File: src/rtl/core/gpq_pkg.sv
// Package with the types, codes and defaults of the grouped print queue.
`timescale 1ns / 1ps

package gpq_pkg;

   localparam int QUEUE_DEPTH_DEF = 16;

   localparam logic ACTION_INSERT = 1'b0;
   localparam logic ACTION_REMOVE = 1'b1;

   localparam logic [1:0] STATUS_INSERTED = 2'd0;
   localparam logic [1:0] STATUS_FULL     = 2'd1;
   localparam logic [1:0] STATUS_REMOVED  = 2'd2;
   localparam logic [1:0] STATUS_EMPTY    = 2'd3;

   typedef struct packed {
      logic        action;
      logic [7:0]  user_key;
      logic [15:0] job_id;
      logic [15:0] file_handle;
   } req_type;

   typedef struct packed {
      logic [1:0]  status;
      logic [7:0]  out_user_key;
      logic [15:0] out_job_id;
      logic [15:0] out_file_handle;
      logic [4:0]  occupancy;
   } rsp_type;

   typedef struct packed {
      logic [7:0]  user;
      logic [15:0] job;
      logic [15:0] handle;
   } entry_type;

   typedef struct packed {
      logic take_right;
      logic load_new;
      logic take_left;
   } cell_ctl_type;

   typedef enum logic [2:0] {
      ST_IDLE    = 3'b001,
      ST_COMPARE = 3'b010,
      ST_APPLY   = 3'b100
   } state_type;

endpackage

File: src/rtl/core/gpq_cell.sv
// One queue cell: holds a job entry, compares its key and loads a new entry or one from its neighbors.
`timescale 1ns / 1ps

module gpq_cell (
   input  logic                  clock,
   input  gpq_pkg::cell_ctl_type ctl,
   input  gpq_pkg::entry_type    new_entry,
   input  gpq_pkg::entry_type    left_entry,
   input  gpq_pkg::entry_type    right_entry,
   input  logic [7:0]            key,
   input  logic                  occupied,
   output gpq_pkg::entry_type    entry,
   output logic                  match
);
   import gpq_pkg::*;

   entry_type entry_ff;
   entry_type entry_in;

   always_comb begin
      priority if (ctl.take_right) begin
         entry_in = right_entry;
      end else if (ctl.load_new) begin
         entry_in = new_entry;
      end else if (ctl.take_left) begin
         entry_in = left_entry;
      end else begin
         entry_in = entry_ff;
      end
   end

   always_ff @(posedge clock) begin
      entry_ff <= entry_in;
   end

   assign entry = entry_ff;
   assign match = occupied && (entry_ff.user == key);

endmodule

File: src/rtl/core/grouped_print_queue.sv
// Top level of the grouped print queue: a chain of job cells and its sequencer.
`timescale 1ns / 1ps

// The grouped print queue keeps up to QUEUE_DEPTH jobs in order, with jobs of the
// same user key kept next to each other. A request is taken at a rising edge where
// start is high and busy is low. An insert places the job right after the last
// queued job with the same key, or at the tail when no job has that key; an insert
// into a full queue is dropped. A remove pops the head job and returns it.
// Every request gives one result on rsp_data, marked by rsp_valid for one cycle.
// The compare state compares the key in every cell at once and registers the
// match vector; the apply state shifts the chain and writes the result. Busy
// is high only in the compare state, so a new request can be taken in the apply
// state of the request before it. The receiver cannot stall and must take each
// result in the cycle it is shown. Reset empties the queue and drops any request
// in progress; no clearing pass is needed.

module grouped_print_queue #(
   parameter int QUEUE_DEPTH = gpq_pkg::QUEUE_DEPTH_DEF
) (
   input  logic             clock,
   input  logic             reset,
   input  logic             start,
   output logic             busy,
   input  gpq_pkg::req_type req_data,
   output logic             rsp_valid,
   output gpq_pkg::rsp_type rsp_data
);
   import gpq_pkg::*;

   localparam int CW = $clog2(QUEUE_DEPTH + 1);

   state_type                state_ff;
   state_type                state_in;
   req_type                  req_ff;
   logic [CW-1:0]            count_ff;
   logic [CW-1:0]            count_in;
   logic [QUEUE_DEPTH-1:0]   match_ff;
   logic [QUEUE_DEPTH-1:0]   match_in;
   logic                     rsp_valid_ff;
   logic                     rsp_valid_in;
   rsp_type                  rsp_ff;
   rsp_type                  rsp_in;

   entry_type                entry_q   [QUEUE_DEPTH];
   entry_type                left_d    [QUEUE_DEPTH];
   entry_type                right_d   [QUEUE_DEPTH];
   cell_ctl_type             ctl       [QUEUE_DEPTH];
   entry_type                new_entry;
   logic [QUEUE_DEPTH-1:0]   occ_vec;
   logic [QUEUE_DEPTH-1:0]   tail_vec;
   logic [QUEUE_DEPTH-1:0]   ins_vec;
   logic [QUEUE_DEPTH-1:0]   ahead_vec;
   logic                     accept;
   logic                     found;
   logic                     full;
   logic                     empty;
   logic                     do_ins;
   logic                     do_rem;

   assign busy   = (state_ff == ST_COMPARE);
   assign accept = start && !busy;
   assign full   = (count_ff == CW'(QUEUE_DEPTH));
   assign empty  = (count_ff == '0);
   assign found  = |match_ff;

   assign new_entry.user   = req_ff.user_key;
   assign new_entry.job    = req_ff.job_id;
   assign new_entry.handle = req_ff.file_handle;

   assign do_ins = (state_ff == ST_APPLY) && (req_ff.action == ACTION_INSERT) && !full;
   assign do_rem = (state_ff == ST_APPLY) && (req_ff.action == ACTION_REMOVE) && !empty;

   for (genvar i = 0; i < QUEUE_DEPTH; i++) begin : g_cell
      logic cell_match;

      assign occ_vec[i]  = (count_ff > CW'(i));
      assign tail_vec[i] = (count_ff == CW'(i));

      if (i == 0) begin : g_first
         assign left_d[i]    = new_entry;
         assign ins_vec[i]   = found ? 1'b0 : tail_vec[i];
         assign ahead_vec[i] = 1'b0;
      end else begin : g_rest
         assign left_d[i]    = entry_q[i-1];
         assign ins_vec[i]   = found ? (match_ff[i-1] && !match_ff[i]) : tail_vec[i];
         assign ahead_vec[i] = |ins_vec[i-1:0];
      end

      if (i == QUEUE_DEPTH - 1) begin : g_last
         assign right_d[i] = entry_q[i];
      end else begin : g_inner
         assign right_d[i] = entry_q[i+1];
      end

      assign ctl[i].take_right = do_rem;
      assign ctl[i].load_new   = do_ins && ins_vec[i];
      assign ctl[i].take_left  = do_ins && ahead_vec[i];

      gpq_cell u_cell (
         .clock       (clock),
         .ctl         (ctl[i]),
         .new_entry   (new_entry),
         .left_entry  (left_d[i]),
         .right_entry (right_d[i]),
         .key         (req_ff.user_key),
         .occupied    (occ_vec[i]),
         .entry       (entry_q[i]),
         .match       (cell_match)
      );

      assign match_in[i] = cell_match;
   end

   always_comb begin
      state_in     = state_ff;
      count_in     = count_ff;
      rsp_valid_in = 1'b0;
      rsp_in       = '0;
      unique case (state_ff)
         ST_IDLE: begin
            if (accept) begin
               state_in = ST_COMPARE;
            end
         end
         ST_COMPARE: begin
            state_in = ST_APPLY;
         end
         ST_APPLY: begin
            state_in     = accept ? ST_COMPARE : ST_IDLE;
            rsp_valid_in = 1'b1;
            if (req_ff.action == ACTION_INSERT) begin
               if (full) begin
                  rsp_in.status = STATUS_FULL;
               end else begin
                  rsp_in.status = STATUS_INSERTED;
                  count_in      = count_ff + CW'(1);
               end
            end else begin
               if (empty) begin
                  rsp_in.status = STATUS_EMPTY;
               end else begin
                  rsp_in.status          = STATUS_REMOVED;
                  rsp_in.out_user_key    = entry_q[0].user;
                  rsp_in.out_job_id      = entry_q[0].job;
                  rsp_in.out_file_handle = entry_q[0].handle;
                  count_in               = count_ff - CW'(1);
               end
            end
            rsp_in.occupancy = 5'(count_in);
         end
         default: begin
            state_in = ST_IDLE;
         end
      endcase
   end

   always_ff @(posedge clock) begin
      if (reset) begin
         state_ff     <= ST_IDLE;
         count_ff     <= '0;
         rsp_valid_ff <= 1'b0;
      end else begin
         state_ff     <= state_in;
         count_ff     <= count_in;
         rsp_valid_ff <= rsp_valid_in;
      end
   end

   always_ff @(posedge clock) begin
      if (accept) begin
         req_ff <= req_data;
      end
      match_ff <= match_in;
      rsp_ff   <= rsp_in;
   end

   assign rsp_valid = rsp_valid_ff;
   assign rsp_data  = rsp_ff;

endmodule

File: config.mk
export PLATFORM = sky130hd
export DESIGN_NAME = grouped_print_queue
export DESIGN_NICKNAME = d
export VERILOG_FILES = /design/src/rtl/core/gpq_pkg.sv /design/src/rtl/core/gpq_cell.sv /design/src/rtl/core/grouped_print_queue.sv
export SDC_FILE = /design/constraint.sdc
export NUM_CORES = 1
export LEC_CHECK = 0
export BUFFER_PORTS_ARGS = -buffer_cell sky130_fd_sc_hd__buf_4
export CAP_MARGIN = 20
export CORE_MARGIN = 4
export CORE_UTILIZATION = 30
export CTS_BUF_LIST = sky130_fd_sc_hd__clkbuf_4 sky130_fd_sc_hd__clkbuf_8
export DETAILED_ROUTE_END_ITERATION = 7
export GPL_TIMING_DRIVEN = 1
export HOLD_SLACK_MARGIN = 0.15
export SETUP_SLACK_MARGIN = 0.02
export SYNTH_ARGS = -nofsm -noshare
export SYNTH_HDL_FRONTEND = slang
export SYNTH_HIERARCHICAL = 1
export SYNTH_SLANG_ARGS = --single-unit
File: constraint.sdc
create_clock -name clock -period 4.2 [get_ports clock]
set_clock_uncertainty 0.05 [all_clocks]
set_input_delay 0.84 -clock clock [delete_from_list [all_inputs] [get_ports clock]]
set_output_delay 0.84 -clock clock [all_outputs]
set_load 0.1 [all_outputs]
==> results of run 1 <==
## sequential cells by signal, indices dropped and copies added, names as in the netlist
register and flops:
count_ff 5, g_cell.u_cell/entry 640, left_d 40, match_ff 16, req_ff 1, rsp_data 47, rsp_valid 1, state_ff 3
## cell usage after synthesis, drive strengths merged, types with 2 or more instances
| cell | n | area [sq um] |
|---|---|---|
| a211oi | 2 | 15.01 |
| a21boi | 2 | 15.01 |
| a21oi | 23 | 118.9 |
| a221oi | 2 | 35.04 |
| a311o | 2 | 20.02 |
| a31oi | 9 | 56.30 |
| a32oi | 2 | 17.52 |
| and2 | 41 | 256.5 |
| and3 | 2 | 17.52 |
| buf | 218 | 2177 |
| clkbuf | 29 | 128.9 |
| dfxtp | 72 | 1441 |
| edfxtp | 681 | 20450 |
| ha | 6 | 75.07 |
| inv | 10 | 37.54 |
| mux2i | 641 | 6416 |
| nand2 | 680 | 2552 |
| nand2b | 9 | 56.30 |
| nand3 | 23 | 115.1 |
| nand4 | 18 | 112.6 |
| nor2 | 32 | 120.1 |
| nor2b | 12 | 75.07 |
| nor3 | 21 | 105.1 |
| nor3b | 4 | 35.03 |
| nor4 | 6 | 37.54 |
| nor4b | 2 | 17.52 |
| o211ai | 3 | 22.52 |
| o21ai | 653 | 3328 |
| o31ai | 7 | 52.55 |
| or2 | 3 | 18.77 |
| or3 | 16 | 100.1 |
| xnor2 | 131 | 1147 |
## layer usage
metal  part of all wire [%]  GRT usage [%]  up-vias  routed length (microns)
li1                       -              -    12439                        -
met3                    4.0          2.144      146                     3901
met2                     46          22.63      515                    45000
met5                      0              0        -                        0
met4                    2.2          3.803        0                     2137
met1                     47          19.29    12852                    46140
## per-stage QoR
stage	util (%)	hold WS [ns]	area, sq um	setup WS, ns	power (mW)
4_1_cts	33.79	0.1561	43870	0.3953	15.45
6_report	33.79	0.2344	43870	0.3360	15.24
3_3_place_gp	31.54	0.4107	40940	0.4055	8.713
2_1_floorplan	-	0.3973	39350	0.3488	8.553
3_5_place_dp	31.54	0.4130	40940	0.4469	8.717
5_1_grt	33.79	0.1778	43870	0.1594	15.83
## worst paths after layout
kind,startpoint,end
setup / recovery,count_ff[0]$_SDFFE_PP0P_,g_cell[14].u_cell/entry[6]$_DFFE_PP_
hold / removal,req_data[30],left_d[630]$_DFFE_PP_
setup reg to reg,count_ff[0]$_SDFFE_PP0P_,g_cell[14].u_cell/entry[6]$_DFFE_PP_
hold reg to reg,g_cell[0].u_cell/entry[7]$_DFFE_PP_,rsp_data[12]$_SDFF_PP0_
## area by class of cell
cell class,instances,area [sq um]
clock inverter,31,260.3
timing repair buffer,203,1964
fill,13208,85940
inverter,10,37.54
clock buffer,187,2255
tap,1742,2180
multi-input combinational,2369,15280
sequential,753,21890
antenna,1,2.502
## cells by family (layout without fill, tap and decap cells)
logic type               count (synthesis)  after routing  share of synthesized area (%)
AND/OR/NAND/NOR                        872            872                          9.281
flip-flops                             753            753                          55.65
AO/OA/AOI/OAI                          717            717                          9.669
multiplexers                           641            641                          16.31
buffers and inverters                  257            431                          5.957
XOR/XNOR                               132            132                          2.939
adder cells (fa/ha/maj)                  6              6                         0.1908
other                                    1              2                       0.009532
## layout by cell type, fill, tap and decap left out, drive strengths merged, types with 3 or more instances in the layout
cell	instances
edfxtp	681
inv	13
a31oi	9
or3	16
nor2	32
clkbuf	187
buf	162
nand3	23
mux2i	641
nand2b	9
bufinv	3
nand4	18
xnor2	131
nand2	680
o21ai	653
nor4	6
o31ai	7
a21oi	23
ha	6
or2	3
nor3b	4
clkinv	24
nor3	21
dfxtp	72
and2	41
nor2b	12
o211ai	3
dlygate4sd3	41
## power by group
group / leakage, nW / switching (mW) / total [mW] / internal [mW]
sequential: 6.76 / 0.127 / 8.26 / 8.14
combinational: 4.33 / 0.168 / 0.325 / 0.158
clock: 1.34 / 3.06 / 6.65 / 3.59
total: 12.4 / 3.35 / 15.2 / 11.9
==> flow_summary.toml, run 1 <==
[layout]
syn_to_final_growth_pct = 11.52
final_net_count = 3507
final_cells = 5296
layout-drive-gt1-share_pct = 11.99

[setup_path]
rr_worst_depth = 8
r2r_slack_ns = 0.34
crit_buf_inv = 2
critPathLaunchType = "flop"
slowest_stage = "dfxtp_1"
end_kind = "flop"
cp_top_family = "compound AO/OA/AOI/OAI gates"
required_ns = 4.59
cp_data_arrival_time_ns = 4.26
critical_path.max_stage_delay_ns = 0.58
path_max_fanout = 40
setup.worst_path.class = "flop to flop"
cp_num_cells = 8
crit_chain = "inv_1 -> ha_1 -> o31ai_1 -> o211ai_1 -> o41ai_1 -> a31oi_1 -> or3_2 -> buf_4"

[timing]
hold_viol = 0
drv_slew = 0
fmax_mhz = 258.8
rsz0062_at_grt = "no"
worstMarginPinSlew_ns = 1.093
post-route-period-util_pct = 92.00
period_needed_ns = 3.864
setup_tns_ns = 0
setup-violations-final = 0
max_slew_margin_pct = 26.97

[placed_design]
place.gp.congestion = 0.8107
numPortBuffers = 92
dp.cells = 5036
dp.final_hpwl_mm = 60.33

[run]
maxCapViolCount = 0

[clocking]
clockBufferDepth = 3
worstSkewPairLatency_ns = 0.81
h-tree-depth = 3
ctsRootBufferMaster = "clkbuf_8"
path_clk_slew_ns = 0.06
cts_setup_buffers = 0
cts.sinks = 753
cts_hold_buf = 41
cts_buffers = 120
cts_tree = "built"
post_cts_resize_count = 0

[detailed_routing]
first_iter_violations = 1877
viasPerCell = 4.900
ant_nets = 0
first_pass_iters = 5
drc = 0
vias = 25952
wire_per_inst_microns = 18.35
wirelength_mm = 97.18

[yosys]
syn_avg_cell_area_sq_um = 11.64
synthArstFlopShare_pct = 0
synth_seq_cells = 753
ys_warn_count = 6
seq_area_frac_synth_pct = 55.65
synth_top_flop_cell = "edfxtp_1"
synth_cell_type_count = 60
syn_area_sq_um = 39340
synth-edff-count = 681
netlist_instances = 3379
syn-num-nets = 3429

[floorplanning]
initial_core_util_pct = 30.30
die_w_microns = 370.1
rows = 132
die_y_microns = 370.1
dieArea_sq_um = 137000
coreArea_sq_um = 129800
io_pins = 93

[global_routing]
track_usage_pct = 13.92
grt_pass1_vias = 26473
grt_pass1_wl_mm = 152.6
antenna_found_initial = 2
grt_max_degree = 223
grt.overflow.total = 0

[pwr]
cellLeakagePower_nw = 12.43
worst_ir_drop_vdd_mv = 0.2299
power.density_nw_per_um2 = 347.3

[min_path]
worstHoldPathCells = 1
hold_path.class = "input port to flop"

[outcome]
run_status = "finished clean"
No activity file was read; power rests on OpenSTA's default activity.
==> run 2, diff against run 1 <==
- MAX_ROUTING_LAYER: default -> met4
- RECOVER_POWER: default -> 100
==> run 2 against run 1 <==
  * The run now ends with max-capacitance violations, max-slew violations left
  * Cell area decreased by 1.2%
  * Global-route usage is 0.40 points higher
  * Largest power group unchanged
  * Die area unchanged
  * Hold slack improved by 0.085 ns
  * Clock power hardly changed
  * Cell count is essentially flat
==> flow_summary.toml, run 2 (synthesized netlist as in run 1, its figures left out) <==
[setup_path]
end_kind = "flop"
cp_data_arrival_time_ns = 4.29
path_max_fanout = 41
setup.worst_path.class = "flop to flop"
critPathLaunchType = "flop"
required_ns = 4.61

[clocking]
cts_buffers = 120
cts_hold_buf = 41
clockBufferDepth = 3
cts_tree = "built"
cts_setup_buffers = 0
worstSkewPairLatency_ns = 0.81
post_cts_resize_count = 0
ctsRootBufferMaster = "clkbuf_8"
path_clk_slew_ns = 0.06
cts.sinks = 753
h-tree-depth = 3

[global_routing]
grt_pass1_wl_mm = 152.6
grt.overflow.total = 0
track_usage_pct = 14.32
grt_max_degree = 223
grt_pass1_vias = 26455
antenna_found_initial = 2

[detailed_routing]
wl_met1_mm = 45.90
first_pass_iters = 6
first_iter_violations = 1863
drc = 0
wirelength_mm = 97.10
top_layer_used = "met4"
viasPerCell = 4.914
met2RoutedLength_mm = 45.18
ant_nets = 0
dr_wl_met3_mm = 3.773
vias = 26030
wire_per_inst_microns = 18.33

[placed_design]
dpl_worst_slack_ns = 0.4469
place.gp.congestion = 0.8226
placed_cell_area_sq_um = 40940
dp.final_hpwl_mm = 60.33
numPortBuffers = 92
dp.cells = 5036

[pwr]
swShare_pct = 21.98
clkPwrFrac_pct = 43.7
comb_power_share_pct = 2.0
power.density_nw_per_um2 = 351.3
worst_ir_drop_vdd_mv = 0.2332
p_seq_share_pct = 54.3
internal_power_mw = 11.88
cellLeakagePower_nw = 11.96
p_switching_mw = 3.346

[layout]
layout_common_cells = "edfxtp_1, nand2_1, mux2i_1"
final_area_sq_um = 43330
final_net_count = 3507
layout-drive-gt1-share_pct = 9.682
syn_to_final_growth_pct = 10.15
largest_reg_flops = 640
final_cells = 5297
layout_commonest_cell = "edfxtp_1"
fillers = 13308
final_util_pct = 33.38

[timing]
worstMarginPinSlew_ns = 3.325
hold_viol = 0
fmax_mhz = 257.3
setup-violations-final = 0
fin_ws_ns = 0.3139
drv_slew = 22
post-route-period-util_pct = 92.53
period_needed_ns = 3.886
rsz0062_at_grt = "no"
max_slew_margin_pct = -122.1
setup_tns_ns = 0

[outcome]
violations = "max-capacitance violations, max-slew violations"
run_status = "finished with violations"

[floorplanning]
die_y_microns = 370.1
die_w_microns = 370.1
initial_core_util_pct = 30.30
rows = 132
io_pins = 93
dieArea_sq_um = 137000
coreArea_sq_um = 129800

[run]
maxCapViolCount = 1

[min_path]
hold_path.class = "input port to flop"
run 2: changes by cell type in the layout (fill, tap and decap cells not counted), sizes merged:
cell    previous run  this run
buf              162        44
diode              1         2
clkbuf           187       305
run 2: layout make-up:
class | instances | area (sq um) | area share (%)
clock inverters | 31 | 260.3 | 0.6006
well taps | 1742 | 2180 | 5.030
repair buffers | 203 | 1544 | 3.563
clock buffers | 187 | 2255 | 5.203
multi-input cells | 2369 | 15160 | 34.98
flip-flops and latches | 753 | 21890 | 50.52
inverters | 10 | 37.54 | 0.08663
diodes | 2 | 5.005 | 0.01155
run 2: metrics by stage:
step,power (mW),hold WS (ns)
6_report,15.22,0.3190
5_1_grt,15.82,0.2706
4_1_cts,15.45,0.1561
3_5_place_dp,8.717,0.4130
3_3_place_gp,8.713,0.4107
2_1_floorplan,8.553,0.3973
run 2: worst max-delay path, stage by stage, from the launching register on:
cell and delay [ns]:
dfxtp_1 0.58, inv_1 0.21, ha_1 0.37, a311o_2 0.64
nor2_1 0.22, clkbuf_4 0.81, or3_2 0.29, buf_12 0.30
run 2: final timing paths:
path / from / to / slack, ns / cells past startpoint
min: start / state_ff[1]$_SDFFE_PP0P_ / 0.32 / 2
max reg2reg: count_ff[0]$_SDFFE_PP0P_ / g_cell[1].u_cell/entry[19]$_DFFE_PP_ / 0.31 / 7
min reg2reg: g_cell[0].u_cell/entry[7]$_DFFE_PP_ / rsp_data[12]$_SDFF_PP0_ / 0.42 / 1
max: count_ff[0]$_SDFFE_PP0P_ / g_cell[1].u_cell/entry[19]$_DFFE_PP_ / 0.31 / 7
run 2: per-layer routing:
metal | global-route usage [%] | vias up
met5 | - | -
met4 | 3.803 | 0
met3 | 2.140 | 150
met2 | 22.62 | 472
met1 | 19.29 | 12975
li1 | - | 12433
run 2: power groups by stage:
stage	sequential (mW)	clock, mW	combinational (mW)
3_5_place_dp	8.42	0	0.296
4_1_cts	8.26	6.86	0.331
5_1_grt	8.27	7.20	0.343
6_report	8.26	6.65	0.310
3_3_place_gp	8.42	0	0.293
2_1_floorplan	8.40	0	0.152
==> run 3, diff against run 2 <==
- GPL_TIMING_DRIVEN: 1 -> 0
==> run 3 against run 2 <==
  * Count of clock-buffer cells in the layout is the same
  * Cell area rose by 3.9%
  * Die area unchanged
  * Worst setup slack got worse by 0.14 ns
  * The run still ends with max-capacitance violations, max-slew violations left
  * Sequential power is essentially flat
  * Utilization is 1.3 points higher
  * Via count rose by 5.5%
  * Fmax decreased by 3.5%
  * Non-clock buffer count up 194
  * Global-route usage increased by 1.4 points
  * Flip-flop and latch count did not move
==> flow_summary.toml, run 3 (synthesized netlist as in run 1, its figures left out) <==
[floorplanning]
die_y_microns = 370.1
io_pins = 93
dieArea_sq_um = 137000
initial_core_util_pct = 30.30
rows = 132
die_w_microns = 370.1
coreArea_sq_um = 129800

[timing]
worstMarginPinSlew_ns = 2.683
hold_viol = 0
fmax_mhz = 248.4
setup_tns_ns = 0
setup-violations-final = 0
max_slew_margin_pct = -79.22
drv_slew = 22
period_needed_ns = 4.026
fin_ws_ns = 0.1744
rsz0062_at_grt = "no"
post-route-period-util_pct = 95.85
timing.hold.ws_ns = 0.2687

[detailed_routing]
first_iter_violations = 2353
viasPerCell = 4.989
first_pass_iters = 5
vias = 27469
drc = 0
wire_per_inst_microns = 19.47
ant_nets = 0
wirelength_mm = 107.2

[setup_path]
path_max_fanout = 10
rr_startpoint = "count_ff[1]$_SDFFE_PP0P_"
cp_data_arrival_time_ns = 4.50
critPathLaunchType = "flop"
required_ns = 4.67
setup.worst_path.class = "flop to flop"
r2r_slack_ns = 0.17
crit_start = "count_ff[1]$_SDFFE_PP0P_"
end_kind = "flop"

[clocking]
cts_tree = "built"
cts_setup_buffers = 0
cts.sinks = 753
path_clk_slew_ns = 0.06
h-tree-depth = 3
ctsRootBufferMaster = "clkbuf_8"
clockBufferDepth = 3
cts_buffers = 121
worstSkewPairLatency_ns = 0.81

[layout]
largest_reg_flops = 640
syn_to_final_growth_pct = 14.41
final_net_count = 3709
layout_commonest_cell = "edfxtp_1"
layout-drive-gt1-share_pct = 11.72
final_area_sq_um = 45010
final_cells = 5506
layout_common_cells = "edfxtp_1, nand2_1, mux2i_1"
final_util_pct = 34.67

[placed_design]
dpl_worst_slack_ns = -0.3211
dp.final_hpwl_mm = 79.92
numPortBuffers = 92
dp.cells = 5231
place.gp.congestion = 0.8885
placed_cell_area_sq_um = 42690

[global_routing]
track_usage_pct = 15.72
grt_pass1_wl_mm = 166.4
grt_max_degree = 41
grt_use_met1_pct = 22.57
antenna_found_initial = 5
grt.overflow.total = 0
global_route.usage.met2_pct = 23.35
grt_pass1_vias = 29135
grt.busiest_layer = "met2"
use_met3_pct = 2.566

[run]
maxCapViolCount = 1

[pwr]
p_switching_mw = 3.386
internal_power_mw = 11.90
worst_ir_drop_vdd_mv = 0.2245
p_total_mw = 15.28
p_seq_share_pct = 54.2
clkPwrFrac_pct = 43.7
comb_power_share_pct = 2.0
power.density_nw_per_um2 = 339.6
swShare_pct = 22.16
cellLeakagePower_nw = 12.88

[outcome]
run_status = "finished with violations"
violations = "max-capacitance violations, max-slew violations"

[min_path]
hold_path.class = "input port to flop"
min_from = "reset"
-- run 3: power groups by stage --
stage / Sequential, mW / Clock (mW) / Combinational (mW)
after floorplan: 8.40 / 0 / 0.152
after global placement: 8.49 / 0 / 0.233
after detailed placement: 8.45 / 0 / 0.300
after CTS: 8.29 / 6.89 / 0.334
after global routing: 8.30 / 7.25 / 0.340
final: 8.29 / 6.68 / 0.311
-- run 3: worst paths after layout --
path,cells after the start,endpoint
setup reg to reg,11,g_cell[0].u_cell/entry[6]$_DFFE_PP_
hold reg to reg,1,rsp_data[7]$_SDFF_PP0_
setup / recovery,11,g_cell[0].u_cell/entry[6]$_DFFE_PP_
hold / removal,2,count_ff[4]$_SDFFE_PP0P_
-- run 3: timing repair --
action,in CTS,in global routing
gates resized for setup,13,1
pin swaps,7,0
gates cloned,7,0
setup endpoints to repair,456,24
endpoints found under the hold margin,41,0
hold buffers,41,0
-- run 3: per-layer routing --
| metal | wire length, microns | up-vias |
|---|---|---|
| met2 | 46960 | 763 |
| met1 | 52100 | 13652 |
| li1 | - | 12896 |
| met4 | 1959 | 0 |
| met5 | 0 | - |
| met3 | 6189 | 158 |
-- run 3: critical path: stages (launching register included) --
cell	delay (ns)
dfxtp_1	0.34
clkbuf_2	0.21
inv_1	0.22
ha_1	0.18
buf_4	0.16
or4b_4	0.45
clkbuf_1	0.20
nor4_1	0.56
buf_6	0.23
clkbuf_1	0.75
mux2i_1	0.27
o21ai_1	0.10
-- run 3: cell type report --
type,instances,area (sq um)
fillers,13291,84810
flip-flops and latches,753,21890
multi-input cells,2376,15140
clock buffers,187,2217
well taps,1742,2180
plain buffers,246,2016
repair buffers,151,1231
clock inverters,39,295.3
inverters,10,37.54
diodes,2,5.005
